**src/design/hav_pkg.sv**
```systemverilog
`timescale 1ns / 1ps

package hav_pkg;

   // Q30 constants
   localparam int unsigned QW          = 34;  // signed datapath width for CORDIC
   localparam int unsigned STEPS       = 30;
   localparam logic [31:0] ONE_Q       = 32'd1073741824;
   localparam logic [31:0] HALF_PI_Q   = 32'd1686629713;
   localparam logic [31:0] PI_Q        = 32'd3373259426;
   localparam logic [24:0] RAD_PER_DEG = 25'd18740330;
   localparam logic [31:0] CORDIC_X0   = 32'd652032874;

   // arctangent of 2^-i in Q30
   function automatic logic [31:0] atan_entry(input logic [4:0] i);
      logic [31:0] r;
      case (i)
         5'd0:  r = 32'h3243F6A8;
         5'd1:  r = 32'h1DAC6705;
         5'd2:  r = 32'h0FADBAFC;
         5'd3:  r = 32'h07F56EA6;
         5'd4:  r = 32'h03FEAB76;
         5'd5:  r = 32'h01FFD55B;
         5'd6:  r = 32'h00FFFAAA;
         5'd7:  r = 32'h007FFF55;
         5'd8:  r = 32'h003FFFEA;
         5'd9:  r = 32'h001FFFFD;
         5'd10: r = 32'h000FFFFF;
         5'd11: r = 32'h0007FFFF;
         5'd12: r = 32'h0003FFFF;
         5'd13: r = 32'h0001FFFF;
         5'd14: r = 32'h0000FFFF;
         5'd15: r = 32'h00007FFF;
         5'd16: r = 32'h00003FFF;
         5'd17: r = 32'h00001FFF;
         5'd18: r = 32'h00000FFF;
         5'd19: r = 32'h000007FF;
         5'd20: r = 32'h000003FF;
         5'd21: r = 32'h000001FF;
         5'd22: r = 32'h000000FF;
         5'd23: r = 32'h0000007F;
         5'd24: r = 32'h0000003F;
         5'd25: r = 32'h0000001F;
         5'd26: r = 32'h0000000F;
         5'd27: r = 32'h00000008;
         5'd28: r = 32'h00000004;
         5'd29: r = 32'h00000002;
         default: r = 32'h0;
      endcase
      return r;
   endfunction

   // one CORDIC lane state
   typedef struct packed {
      logic signed [QW-1:0] x;
      logic signed [QW-1:0] y;
      logic signed [QW-1:0] z;
   } lane_type;

   // square root cell state: remainder, root, 60-bit operand shifted out
   typedef struct packed {
      logic [32:0] rem;
      logic [31:0] root;
      logic [59:0] opnd;
   } sqrt_type;

endpackage

```
**src/design/hav_sqrt_cell.sv**
```systemverilog
`timescale 1ns / 1ps

// One digit of a restoring square root, two lanes, registered.
module hav_sqrt_cell (
   input  logic              clock,
   input  logic              adv,
   input  hav_pkg::sqrt_type sq_in [2],
   output hav_pkg::sqrt_type sq_out [2]
);

   hav_pkg::sqrt_type sq_ff [2];
   hav_pkg::sqrt_type sq_in2 [2];

   // bring down two bits, try root*4+1
   always_comb begin
      for (int k = 0; k < 2; k++) begin
         logic [34:0] trial;
         logic [34:0] cur;
         cur   = {sq_in[k].rem[32:0], sq_in[k].opnd[59:58]};
         trial = {1'b0, sq_in[k].root, 2'b01};
         sq_in2[k].opnd = {sq_in[k].opnd[57:0], 2'b00};
         if (cur >= trial) begin
            sq_in2[k].rem  = 33'(cur - trial);
            sq_in2[k].root = {sq_in[k].root[30:0], 1'b1};
         end else begin
            sq_in2[k].rem  = 33'(cur);
            sq_in2[k].root = {sq_in[k].root[30:0], 1'b0};
         end
      end
   end

   always_ff @(posedge clock) begin
      if (adv) begin
         sq_ff <= sq_in2;
      end
   end

   assign sq_out = sq_ff;

endmodule

```
**config.mk**
```make
export PLATFORM = sky130hd
export DESIGN_NAME = hav_sqrt_cell
export DESIGN_NICKNAME = d
export VERILOG_FILES = /design/src/design/hav_pkg.sv /design/src/design/hav_sqrt_cell.sv
export SDC_FILE = /design/constraint.sdc
export NUM_CORES = 1
export LEC_CHECK = 0
export BUFFER_PORTS_ARGS = -buffer_cell sky130_fd_sc_hd__buf_2
export CAP_MARGIN = 20
export CORE_MARGIN = 10
export CORE_UTILIZATION = 35
export DETAILED_ROUTE_END_ITERATION = 10
export GPL_TIMING_DRIVEN = 0
export HOLD_SLACK_MARGIN = 0.15
export PLACE_DENSITY = 0.65
export SYNTH_ARGS = -nofsm -noshare
export SYNTH_HDL_FRONTEND = slang
export SYNTH_SLANG_ARGS = --single-unit
```
**constraint.sdc**
```tcl
create_clock -name clock -period 7.66 [get_ports clock]
set_input_delay 1.532 -clock clock [delete_from_list [all_inputs] [get_ports clock]]
set_output_delay 1.532 -clock clock [all_outputs]
set_load 0.005 [all_outputs]
```
Yosys cells after proc, flatten, opt, wreduce, memory -nomap -nowiden
Cells that the tools add are included.
{"block": "word_totals", "reg_bits": 246, "in_bits": 252, "output_inout_bits": 250, "wordCells": 12}
{"block": "op_classes", "n_addsub": 2, "n_lt_le_gt_ge": 2, "mux": 2}
{"op": "65-bit two-way mux", "count": 2}
{"op": "35-bit by 34-bit >= comparator with 1-bit output", "count": 2}
{"op": "33-bit subtractor", "count": 2}

Logic depth before layout (Yosys ltp)
{"block": "depth", "ltp_word": 2, "mapped_depth": 13, "mapped_depth_nobuf": 10}

Worst setup path before layout
No wires, ideal clock.
{"block": "synth_path", "path_type": "input port to flip-flop", "from": "input port sq_in[83] (netlist name)", "to": "register sq_ff (netlist bit sq_out[101]) (data pin)", "setup_time_ns": 0.260, "arrival_ns": 3.557, "t_required_ns": 7.400, "slack_ns": 3.843, "cell_stages": 12, "n_path_buf": 3, "path_cell_list": "inv_1 ha_1 buf_2 and3_1 nand2_1 nor4_1 and3_1 a21boi_1 a21bo_1 buf_6 buf_6 mux2_4"}
{"item": "from (decl)", "line": "hav_sqrt_cell.sv:7", "text": "input hav_pkg::sqrt_type sq_in [2],"}
{"item": "to (signal assigned)", "line": "hav_sqrt_cell.sv:34", "text": "sq_ff <= sq_in2;"}
{"item": "to (decl)", "line": "hav_sqrt_cell.sv:11", "text": "hav_pkg::sqrt_type sq_ff [2];"}

==> out/metrics.cfg <==
[outcome]
status = finished clean

[yosys]
synth_edf_count = 246
avgSynthCellArea_um2 = 12.39
synthDistinctLibCells = 66
syn_area_mm2 = 0.01229
yosysSeqAreaShare = 0.6009
synth_cells = 992
yosys_warnings = 0
ys.flop_type = edfxtp_1
ys_ff_latch = 246
ys_async_sr_fraction = 0

[final_layout]
drive_above_1_share = 0.4023
stdcell_count = 2008
postLayoutCellArea_mm2 = 0.01642
largest_reg_flops = 246
syn_to_final_growth_pct = 33.57
layout.nets = 1844

[clock_network]
ctsHtreeMaxLevel = 1
cts_buffer_depth = 3
path_clk_slew_ns = 0.06
numCtsBuffers = 28
cts.sinks = 246
cts-root-buf = clkbuf_16
cts_resized = 0
cts-hold-fix-buffers = 0
cts_tree = done
postCtsSetupBuffers = 0

[pwr]
swShare = 0.2609
leakage_nw = 7.384
p_comb_frac = 0.197
power.internal_mw = 2.840
clkPwrFrac = 0.366
p_switching_mw = 1.002
fin_total_pwr_mw = 3.843
ir_drop_uv = 165.0
power.density_mw_per_mm2 = 234.0
power.share.sequential = 0.437

[sta]
fin_crit_ns = 3.737
fin_setup_tns_ns = 0
tightest_slew_ns = 0.7243
slew_headroom = 0.5118
max_freq_ghz = 0.2676
setup_viol = 0
hold_ws_ns = 1.147
rsz0062_at_grt = false
drv_slew = 0
finalHoldViolCount = 0
fin_crit_sh = 0.4878

[floorplan]
die_h_um = 207.4
die_area_mm2 = 0.04302
start_util = 0.3550
coreArea_mm2 = 0.03463
die_width_um = 207.4
core.rowCount = 68
boundaryPins = 502

[grt]
grt_first_pass_wirelength_um = 61530
grt.overflow.total = 0
antenna_found_initial = 15
use_met2 = 0.3107
grt_max_degree = 122
grtUsageMet3 = 0.06934
gr-max-usage-layer = met2
grt_pass1_vias = 10030
track_usage = 0.1827
use_met1 = 0.2075

[flow_run]
cap_violations = 0

[detailed_routing]
wire_per_inst_um = 20.68
num_vias = 9862
viasPerCell = 4.911
first_iter_violations = 648
routed_wirelength_um = 41530
route.detailed.drc = 0
ant_nets = 0
drt_pass1_iterations = 5

[placement]
postPlaceCellArea_mm2 = 0.01543
io_buffers = 497
placed_cells = 1949
hpwl_um = 33940
gp_congestion = 0.8980

[critical_path]
crit_fanout = 10
timing_worst_setup_path_type = primary input to flop
startpoint_type = primary input
required_ns = 7.96
cp.arrival_ns = 4.04
endpoint_kind = flop

[worst_hold_path]
hp-class = primary input to flop

-- critical path, cell delays in order --
cell	delay, ns
buf_2	0.09
inv_1	0.04
ha_1	0.26
buf_2	0.20
and3_1	0.26
nand2_1	0.09
nor4_1	0.36
and3_1	0.25
a21boi_1	0.10
a21bo_1	0.23
buf_6	0.12
buf_6	0.18
mux2_4	0.31
-- synthesized netlist by cell type (all sizes together), types with 3 or more instances --
cell | n | area share
buf | 30 | 0.018
o21a | 7 | 0.0043
nor3b | 4 | 0.0024
nor4 | 3 | 0.0015
a21oi | 111 | 0.053
o21bai | 3 | 0.0018
nand3 | 15 | 0.0061
a211oi | 11 | 0.0083
nand2 | 52 | 0.016
inv | 82 | 0.025
or3 | 6 | 0.0031
xor2 | 29 | 0.021
a21o | 28 | 0.017
a221o | 3 | 0.0024
nand4 | 15 | 0.0076
o21ai | 44 | 0.018
a211o | 5 | 0.0036
and3 | 11 | 0.0057
nor3 | 12 | 0.0049
o211ai | 5 | 0.0039
nor2 | 84 | 0.026
mux2 | 13 | 0.016
nand2b | 4 | 0.0020
xnor2 | 28 | 0.020
and2 | 7 | 0.0036
a31o | 4 | 0.0029
clkbuf | 7 | 0.0021
edfxtp | 246 | 0.60
nor2b | 5 | 0.0025
or2 | 5 | 0.0025
a31oi | 16 | 0.0081
ha | 68 | 0.069
nand3b | 3 | 0.0018
-- power by group through the flow --
stage	Sequential, mW	Combinational, mW	Clock [mW]
after floorplan	1.73	0.374	0
after global routing	1.69	0.834	1.51
final	1.68	0.756	1.41
after global placement	1.71	0.747	0
after detailed placement	1.71	0.758	0
after CTS	1.68	0.763	1.45
-- cells in the final DEF, fill, tap and decap left out, types with 8 or more instances in the layout --
cell type  instances
clkbuf_16         29
buf_2            512
buf_6              8
nand2_1           52
clkbuf_1          12
nor3_1            12
a21o_1            28
a21oi_1           89
nand3_1           15
o21ai_0           32
a31oi_1           16
a21oi_2           21
xor2_1            29
xnor2_1           28
nor2_1            84
o21ai_1           12
nand4_1           15
mux2_4            12
ha_1              68
inv_1             82
and3_1            10
edfxtp_1         246
-- kinds of logic after synthesis --
logic type / Yosys count / synth area share
flip-flops: 246 / 0.6009
other: 1 / 0.0003051
AND/OR/NAND/NOR: 234 / 0.09130
adder cells (fa/ha/maj): 68 / 0.06921
XOR/XNOR: 57 / 0.04061
multiplexers: 14 / 0.01639
AO/OA/AOI/OAI: 253 / 0.1366
buffers and inverters: 119 / 0.04468
-- through the flow --
stage	utilization	setup WS (ns)
after floorplan	-	3.843
after global placement	0.4436	1.648
after detailed placement	0.4455	3.408
after CTS	0.4737	3.988
after global routing	0.4739	3.777
final	0.4742	3.923
-- layout make-up --
class / instances / area, um2
Buffer: 37 / 241.5
Tap cell: 455 / 569.3
Clock inverter: 18 / 231.5
Inverter: 82 / 307.8
Multi-Input combinational cell: 630 / 4368
Sequential cell: 246 / 7387
Antenna cell: 7 / 17.52
Fill cell: 3190 / 18210
Clock buffer: 34 / 744.5
Timing Repair Buffer: 499 / 2552
-- path summary, 6_finish.rpt --
path,startpoint,slack [ns],depth (start not counted),to
worst min-delay path,sq_in[33],1.15,1,sq_out[35]
worst max-delay path,sq_in[83],3.92,13,sq_out[121]
-- metal layers --
metal	up-vias	wire length [um]
li1	4736	-
met1	4609	16100
met2	425	20170
met3	74	4007
met4	18	1129
met5	-	125
No activity file was read; power rests on OpenSTA's default activity.
