<file path="src/design/hav_pkg.sv">
`timescale 1ns / 1ps

package hav_pkg;

   // Q30 constants
   localparam int unsigned QW          = 34;  // signed datapath width for CORDIC
   localparam int unsigned STEPS       = 30;
   localparam logic [31:0] ONE_Q       = 32'd1073741824;
   localparam logic [31:0] HALF_PI_Q   = 32'd1686629713;
   localparam logic [31:0] PI_Q        = 32'd3373259426;
   localparam logic [24:0] RAD_PER_DEG = 25'd18740330;
   localparam logic [31:0] CORDIC_X0   = 32'd652032874;

   // arctangent of 2^-i in Q30
   function automatic logic [31:0] atan_entry(input logic [4:0] i);
      logic [31:0] r;
      case (i)
         5'd0:  r = 32'h3243F6A8;
         5'd1:  r = 32'h1DAC6705;
         5'd2:  r = 32'h0FADBAFC;
         5'd3:  r = 32'h07F56EA6;
         5'd4:  r = 32'h03FEAB76;
         5'd5:  r = 32'h01FFD55B;
         5'd6:  r = 32'h00FFFAAA;
         5'd7:  r = 32'h007FFF55;
         5'd8:  r = 32'h003FFFEA;
         5'd9:  r = 32'h001FFFFD;
         5'd10: r = 32'h000FFFFF;
         5'd11: r = 32'h0007FFFF;
         5'd12: r = 32'h0003FFFF;
         5'd13: r = 32'h0001FFFF;
         5'd14: r = 32'h0000FFFF;
         5'd15: r = 32'h00007FFF;
         5'd16: r = 32'h00003FFF;
         5'd17: r = 32'h00001FFF;
         5'd18: r = 32'h00000FFF;
         5'd19: r = 32'h000007FF;
         5'd20: r = 32'h000003FF;
         5'd21: r = 32'h000001FF;
         5'd22: r = 32'h000000FF;
         5'd23: r = 32'h0000007F;
         5'd24: r = 32'h0000003F;
         5'd25: r = 32'h0000001F;
         5'd26: r = 32'h0000000F;
         5'd27: r = 32'h00000008;
         5'd28: r = 32'h00000004;
         5'd29: r = 32'h00000002;
         default: r = 32'h0;
      endcase
      return r;
   endfunction

   // one CORDIC lane state
   typedef struct packed {
      logic signed [QW-1:0] x;
      logic signed [QW-1:0] y;
      logic signed [QW-1:0] z;
   } lane_type;

   // square root cell state: remainder, root, 60-bit operand shifted out
   typedef struct packed {
      logic [32:0] rem;
      logic [31:0] root;
      logic [59:0] opnd;
   } sqrt_type;

endpackage

</file>
<file path="src/design/hav_rot_cell.sv">
`timescale 1ns / 1ps

// One CORDIC iteration (rotation or vectoring), registered.
module hav_rot_cell #(
   parameter int unsigned STEP = 0,
   parameter bit          VECTOR = 1'b0,
   parameter int unsigned NL = 4
) (
   input  logic                 clock,
   input  logic                 adv,
   input  hav_pkg::lane_type    lane_in [NL],
   output hav_pkg::lane_type    lane_out [NL]
);

   hav_pkg::lane_type lane_ff [NL];
   hav_pkg::lane_type lane_in2 [NL];
   logic signed [hav_pkg::QW-1:0] ang;

   assign ang = $signed({2'b00, hav_pkg::atan_entry(5'(STEP))});

   // rotate each lane one step toward its target
   always_comb begin
      for (int k = 0; k < NL; k++) begin
         logic pos;
         logic signed [hav_pkg::QW-1:0] dx, dy;
         dx = lane_in[k].y >>> STEP;
         dy = lane_in[k].x >>> STEP;
         pos = VECTOR ? !(lane_in[k].y > 0) : (lane_in[k].z >= 0);
         lane_in2[k] = lane_in[k];
         if (pos) begin
            lane_in2[k].x = lane_in[k].x - dx;
            lane_in2[k].y = lane_in[k].y + dy;
            lane_in2[k].z = lane_in[k].z - ang;
         end else begin
            lane_in2[k].x = lane_in[k].x + dx;
            lane_in2[k].y = lane_in[k].y - dy;
            lane_in2[k].z = lane_in[k].z + ang;
         end
      end
   end

   // advance with the pipeline
   always_ff @(posedge clock) begin
      if (adv) begin
         lane_ff <= lane_in2;
      end
   end

   assign lane_out = lane_ff;

endmodule

</file>
<file path="config.mk">
export PLATFORM = sky130hd
export DESIGN_NAME = hav_rot_cell
export DESIGN_NICKNAME = d
export VERILOG_FILES = /design/src/design/hav_pkg.sv /design/src/design/hav_rot_cell.sv
export SDC_FILE = /design/constraint.sdc
export NUM_CORES = 1
export LEC_CHECK = 0
export ABC_CLOCK_PERIOD_IN_PS = 4550
export BUFFER_PORTS_ARGS = -buffer_cell sky130_fd_sc_hd__buf_2
export CAP_MARGIN = 20
export CORE_AREA = 2 2 318 320
export DETAILED_ROUTE_END_ITERATION = 8
export DIE_AREA = 0 0 320 322
export PLACE_DENSITY_LB_ADDON = 0.3
export SLEW_MARGIN = 5
export SYNTH_ARGS = -nofsm -noshare
export SYNTH_HDL_FRONTEND = slang
export SYNTH_SLANG_ARGS = --single-unit
</file>
<file path="constraint.sdc">
create_clock -name clock -period 4.55 [get_ports clock]
set_input_delay 0.2275 -clock clock [delete_from_list [all_inputs] [get_ports clock]]
set_output_delay 0.2275 -clock clock [all_outputs]
set_load 0.01 [all_outputs]
</file>
* Word-level counts from Yosys, hierarchy flattened *
Index checks and enable logic that the tools add are counted.
Widths: inputs -> output; s select.

storage, ports and cells
  bits in registers = 408
  bits of input ports = 410
  output and inout bits = 408
  logic and storage cells = 40

cells by class
  add/sub/neg operators = 20
  magnitude comparators = 4
  multiplexer cells = 4

operator list
  kind                    count
  $mux 102                4
  $sub 34x34->34          8
  $add 34x31->34 const B  4
  $add 34x34->34          4
  $ge 34x1->1 const B     4
  $sub 34x31->34 const B  4

* Longest topological paths before layout *
  word-level depth = 2
  depth in mapped cells = 22
  mapped depth without buffers = 19

* Worst setup path before layout *
No wires, ideal clock.

  kind = input to register
  start = input lane_in[33] in the netlist's numbering
  end = register lane_ff (netlist bit lane_out[32]), data pin
  library setup time = 0.270 ns
  arrival = 4.543 ns
  data required time = 4.280 ns
  setup slack = -0.263 ns
  cell stages on the path = 22
  buffers on the path = 3
  cells stage by stage = inv_1 ha_1 nor4b_1 nand4_1 nor4_1 and4_1 nand2b_1 buf_2 clkinv_1 clkbuf_1 clkbuf_1 ha_1 or4_1 o21ai_1 nor2_1 a31o_2 o311ai_2 a31oi_1 a21oi_1 nor2_1 a311oi_1 xor2_1

RTL lines
  what                  RTL line            source
  from (decl)           hav_rot_cell.sv:11  input hav_pkg::lane_type lane_in [NL],
  to (signal assigned)  hav_rot_cell.sv:45  lane_ff <= lane_in2;
  to (decl)             hav_rot_cell.sv:15  hav_pkg::lane_type lane_ff [NL];

==> metrics.txt <==
# TYPE chip_impl_metric gauge
chip_impl_metric{name="cts_num_sinks",unit=""} 404
chip_impl_metric{name="fmaxAchievable",unit="MHz"} 234
chip_impl_metric{name="drt_wl_total",unit="um"} 154000
chip_impl_metric{name="pwr-share-clk",unit=""} 0.283
chip_impl_metric{name="num-nets-final",unit=""} 6486
chip_impl_metric{name="routed_via_density",unit=""} 5.73
chip_impl_metric{name="cap_violations",unit=""} 0
chip_impl_metric{name="dp_hpwl",unit="um"} 125000
chip_impl_metric{name="drt_iter0_drc",unit=""} 3765
chip_impl_metric{name="number_of_antenna_violating_nets_in_the_routed_design",unit=""} 0
chip_impl_info{name="tritoncts_clock_tree",value="built"} 1
chip_impl_metric{name="postSynthAreaPerCell",unit="um^2"} 8.64
chip_impl_info{name="outcome",value="finished clean"} 1
chip_impl_metric{name="holdWs",unit="ns"} 0.0572
chip_impl_metric{name="synthesized_netlist_cell_count",unit=""} 4703
chip_impl_metric{name="power_density",unit="mW/mm^2"} 318
chip_impl_metric{name="finish.instance_area",unit="mm^2"} 0.0487
chip_impl_metric{name="final_min_period_over_clock_period",unit=""} 0.938
chip_impl_metric{name="hold_violations",unit=""} 0
chip_impl_metric{name="grt_overflow_total",unit=""} 0
chip_impl_metric{name="place_area",unit="mm^2"} 0.0466
chip_impl_metric{name="postSynthRegisterBits",unit=""} 404
chip_impl_info{name="synth_top_flop_cell",value="sky130_fd_sc_hd__edfxtp_1"} 1
chip_impl_metric{name="pin_count",unit=""} 818
chip_impl_info{name="ys_top_cells_by_count",value="564 x sky130_fd_sc_hd__a21oi_1, 516 x sky130_fd_sc_hd__ha_1, 441 x sky130_fd_sc_hd__inv_1"} 1
chip_impl_metric{name="synth_cell_types",unit=""} 100
chip_impl_metric{name="sequentialPowerShare",unit=""} 0.335
chip_impl_metric{name="max_slew.worst_pin.slew",unit="ns"} 0.851
chip_impl_info{name="ctsRootBufferMaster",value="sky130_fd_sc_hd__clkbuf_16"} 1
chip_impl_metric{name="grt_pass1_wl",unit="um"} 227000
chip_impl_info{name="post-synth-top-count-cell",value="sky130_fd_sc_hd__a21oi_1"} 1
chip_impl_info{name="synthDominantAreaCellType",value="sky130_fd_sc_hd__edfxtp_1"} 1
chip_impl_metric{name="drt_pre_antenna_iters",unit=""} 9
chip_impl_metric{name="die-width",unit="um"} 320
chip_impl_metric{name="number_of_global_route_vias_before_repair",unit=""} 37400
chip_impl_metric{name="internal_power",unit="mW"} 9.78
chip_impl_metric{name="layout.filler_cells",unit=""} 9712
chip_impl_metric{name="finalWorstPathRequiredPeriod",unit="ns"} 4.27
chip_impl_metric{name="port_buffers",unit=""} 817
chip_impl_metric{name="drc_errors",unit=""} 0
chip_impl_metric{name="layout-drive-gt1-share",unit=""} 0.199
chip_impl_metric{name="max-vdd-ir-drop",unit="mV"} 0.279
chip_impl_metric{name="leakage_component_of_the_power",unit="nW"} 22.1
chip_impl_metric{name="synth.top_cell.area_share",unit=""} 0.299
chip_impl_metric{name="setup_viol",unit=""} 0
chip_impl_info{name="grt_setup_unrepaired",value="no"} 1
chip_impl_metric{name="max_slew_margin",unit=""} 0.429
chip_impl_metric{name="global_route_usage_sum",unit=""} 0.284
chip_impl_metric{name="post-place-ws",unit="ns"} -0.567
chip_impl_info{name="timing.critical_path.from_type",value="input pin"} 1
chip_impl_metric{name="largest_net_degree_at_the_start_of_global_routing",unit=""} 92
chip_impl_metric{name="die-area",unit="mm^2"} 0.103
chip_impl_metric{name="p_sw",unit="mW"} 5.71
chip_impl_metric{name="antenna_violations_before_repair",unit=""} 34
chip_impl_metric{name="synth-edff-count",unit=""} 404
chip_impl_info{name="cp-end-kind",value="register"} 1
chip_impl_metric{name="floorplan.initialDensity",unit=""} 0.408
chip_impl_info{name="timing_worst_setup_path_type",value="input pin to register"} 1
chip_impl_metric{name="h_tree_depth",unit=""} 2
chip_impl_metric{name="clk_path_buf_depth",unit=""} 3
chip_impl_metric{name="avgRoutedWirePerCell",unit="um"} 22.3
chip_impl_metric{name="design.core.area",unit="mm^2"} 0.0996
chip_impl_metric{name="fin_ws",unit="ns"} 0.282
chip_impl_metric{name="worst_ep_required_time",unit="ns"} 4.95
chip_impl_metric{name="placementRows",unit=""} 116
chip_impl_metric{name="peak_fanout_along_the_critical_path",unit=""} 9
chip_impl_metric{name="syn_to_final_growth",unit="%"} 19.9
chip_impl_metric{name="largest_register_ffs",unit=""} 404
chip_impl_metric{name="slew_viol_final",unit=""} 0
chip_impl_metric{name="synth-warning-count",unit=""} 0
chip_impl_metric{name="clkSlewWorstSetupHoldPaths",unit="ns"} 0.06
chip_impl_metric{name="fin_util",unit=""} 0.489
chip_impl_metric{name="finalWeightedCongestion",unit=""} 0.986
chip_impl_info{name="synth_top_cells_by_area",value="sky130_fd_sc_hd__edfxtp_1 30%, sky130_fd_sc_hd__ha_1 16%, sky130_fd_sc_hd__a21oi_1 6.9%"} 1
chip_impl_metric{name="async_set_or_reset_flop_fraction_in_the_synthesized_netlist",unit=""} 0
chip_impl_metric{name="route.vias.total",unit=""} 39600
chip_impl_metric{name="combinationalPowerShare",unit=""} 0.382
chip_impl_metric{name="numCtsBuffers",unit=""} 51
chip_impl_metric{name="synth.cell_area",unit="mm^2"} 0.0406
chip_impl_metric{name="die_h",unit="um"} 322
chip_impl_metric{name="postSynthNetCount",unit=""} 5645
chip_impl_metric{name="power.switching_fraction",unit=""} 0.369
chip_impl_info{name="min_path_type",value="input pin to register"} 1
chip_impl_metric{name="cp_data_arrival_time",unit="ns"} 4.67
chip_impl_metric{name="ys_seq_area_frac",unit=""} 0.299
worst max-delay path: stages:
cell,delay (ns)
sky130_fd_sc_hd__dlygate4sd3_1,0.53
sky130_fd_sc_hd__buf_2,0.15
sky130_fd_sc_hd__nor4_1,0.29
sky130_fd_sc_hd__nand4_1,0.17
sky130_fd_sc_hd__nor4_1,0.28
sky130_fd_sc_hd__and4_1,0.25
sky130_fd_sc_hd__nand2b_2,0.18
sky130_fd_sc_hd__inv_2,0.12
sky130_fd_sc_hd__ha_1,0.26
sky130_fd_sc_hd__a211oi_1,0.32
sky130_fd_sc_hd__o21ai_0,0.18
sky130_fd_sc_hd__nor3b_1,0.19
sky130_fd_sc_hd__o41ai_2,0.44
sky130_fd_sc_hd__a21boi_0,0.21
sky130_fd_sc_hd__o211ai_1,0.24
sky130_fd_sc_hd__a21oi_1,0.15
sky130_fd_sc_hd__a221o_1,0.36
sky130_fd_sc_hd__xnor2_1,0.12
cells in the final DEF, fill, tap and decap left out, drive strengths merged, types with 20 or more instances in the layout:
master and count:
inv 457, o211ai 41, a21oi 564, ha 516, nand3 63, clkinv 29, nand4 44, nor4 46
o31ai 42, a31oi 55, buf 946, nor3 112, a211oi 54, nor2b 57, nand2b 57, clkbuf 56
edfxtp 404, or2 20, o21bai 121, diode 23, nand2 215, o21ai 305, and2 24, a221oi 20
dlygate4sd3 21, and3 28, nor2 373, xor2 67, o21a 55, mux2i 51, xnor2 297, or3 31
a21o 146
power groups by stage:
stage	clock network [mW]	registers (mW)	logic, mW
finish	4.38	5.19	5.92
global route	4.60	5.22	6.40
CTS	4.49	5.19	5.85
detailed placement	0	5.25	5.80
global placement	0	5.26	5.80
floorplan	0	5.51	3.17
kinds of logic after synthesis:
group	synth area share
AOI/OAI and AO/OA	0.250
buffers and inverters	0.0602
xor gates and xnor gates	0.0785
adders and majority gates	0.167
and+or+nand+nor	0.133
DFF	0.299
muxes	0.0128
layer usage:
metal  global-route usage  share of wire  wire (um)  vias to the layer above
li1                     -              -          -                    18700
met2                0.477           0.47      72600                     1658
met1                0.361           0.41      63900                    18800
met5                    0        0.00071        110                        -
met4                0.112          0.040       6130                       16
met3               0.0521          0.074      11300                      304
through the flow:
| step | setup TNS, ns | power [mW] | std cells |
|---|---|---|---|
| finish | 0 | 15.5 | 6908 |
| global route | 0 | 16.2 | 6903 |
| CTS | 0 | 15.5 | 6885 |
| detailed placement | -3.34 | 11.0 | 6768 |
| global placement | -4.28 | 11.1 | 6768 |
| floorplan | 0 | 8.68 | 4703 |
final cells by class:
cell class,instances,area (um^2),area share
Multi-Input combinational cell,3665,26100,0.536
Sequential cell,404,12100,0.249
Timing Repair Buffer,967,5330,0.109
Inverter,455,1710,0.0350
Tap cell,1298,1620,0.0333
Clock buffer,56,1320,0.0270
Clock inverter,40,449,0.00922
Antenna cell,23,57.6,0.00118
repair_timing:
action	CTS	global route
hold endpoints to repair	22	0
resized for setup	0	9
hold buffers	21	0
setup endpoints to repair	0	14
setup buffers	0	0
path summary, 6_finish.rpt:
kind	startpoint	end	slack [ns]	depth (start not counted)
worst max-delay path	lane_in[105]	lane_out[134]	0.28	18
worst min-delay path	lane_in[21]	lane_out[21]	0.06	3
Note: power is estimated with default switching activity, not from simulation.
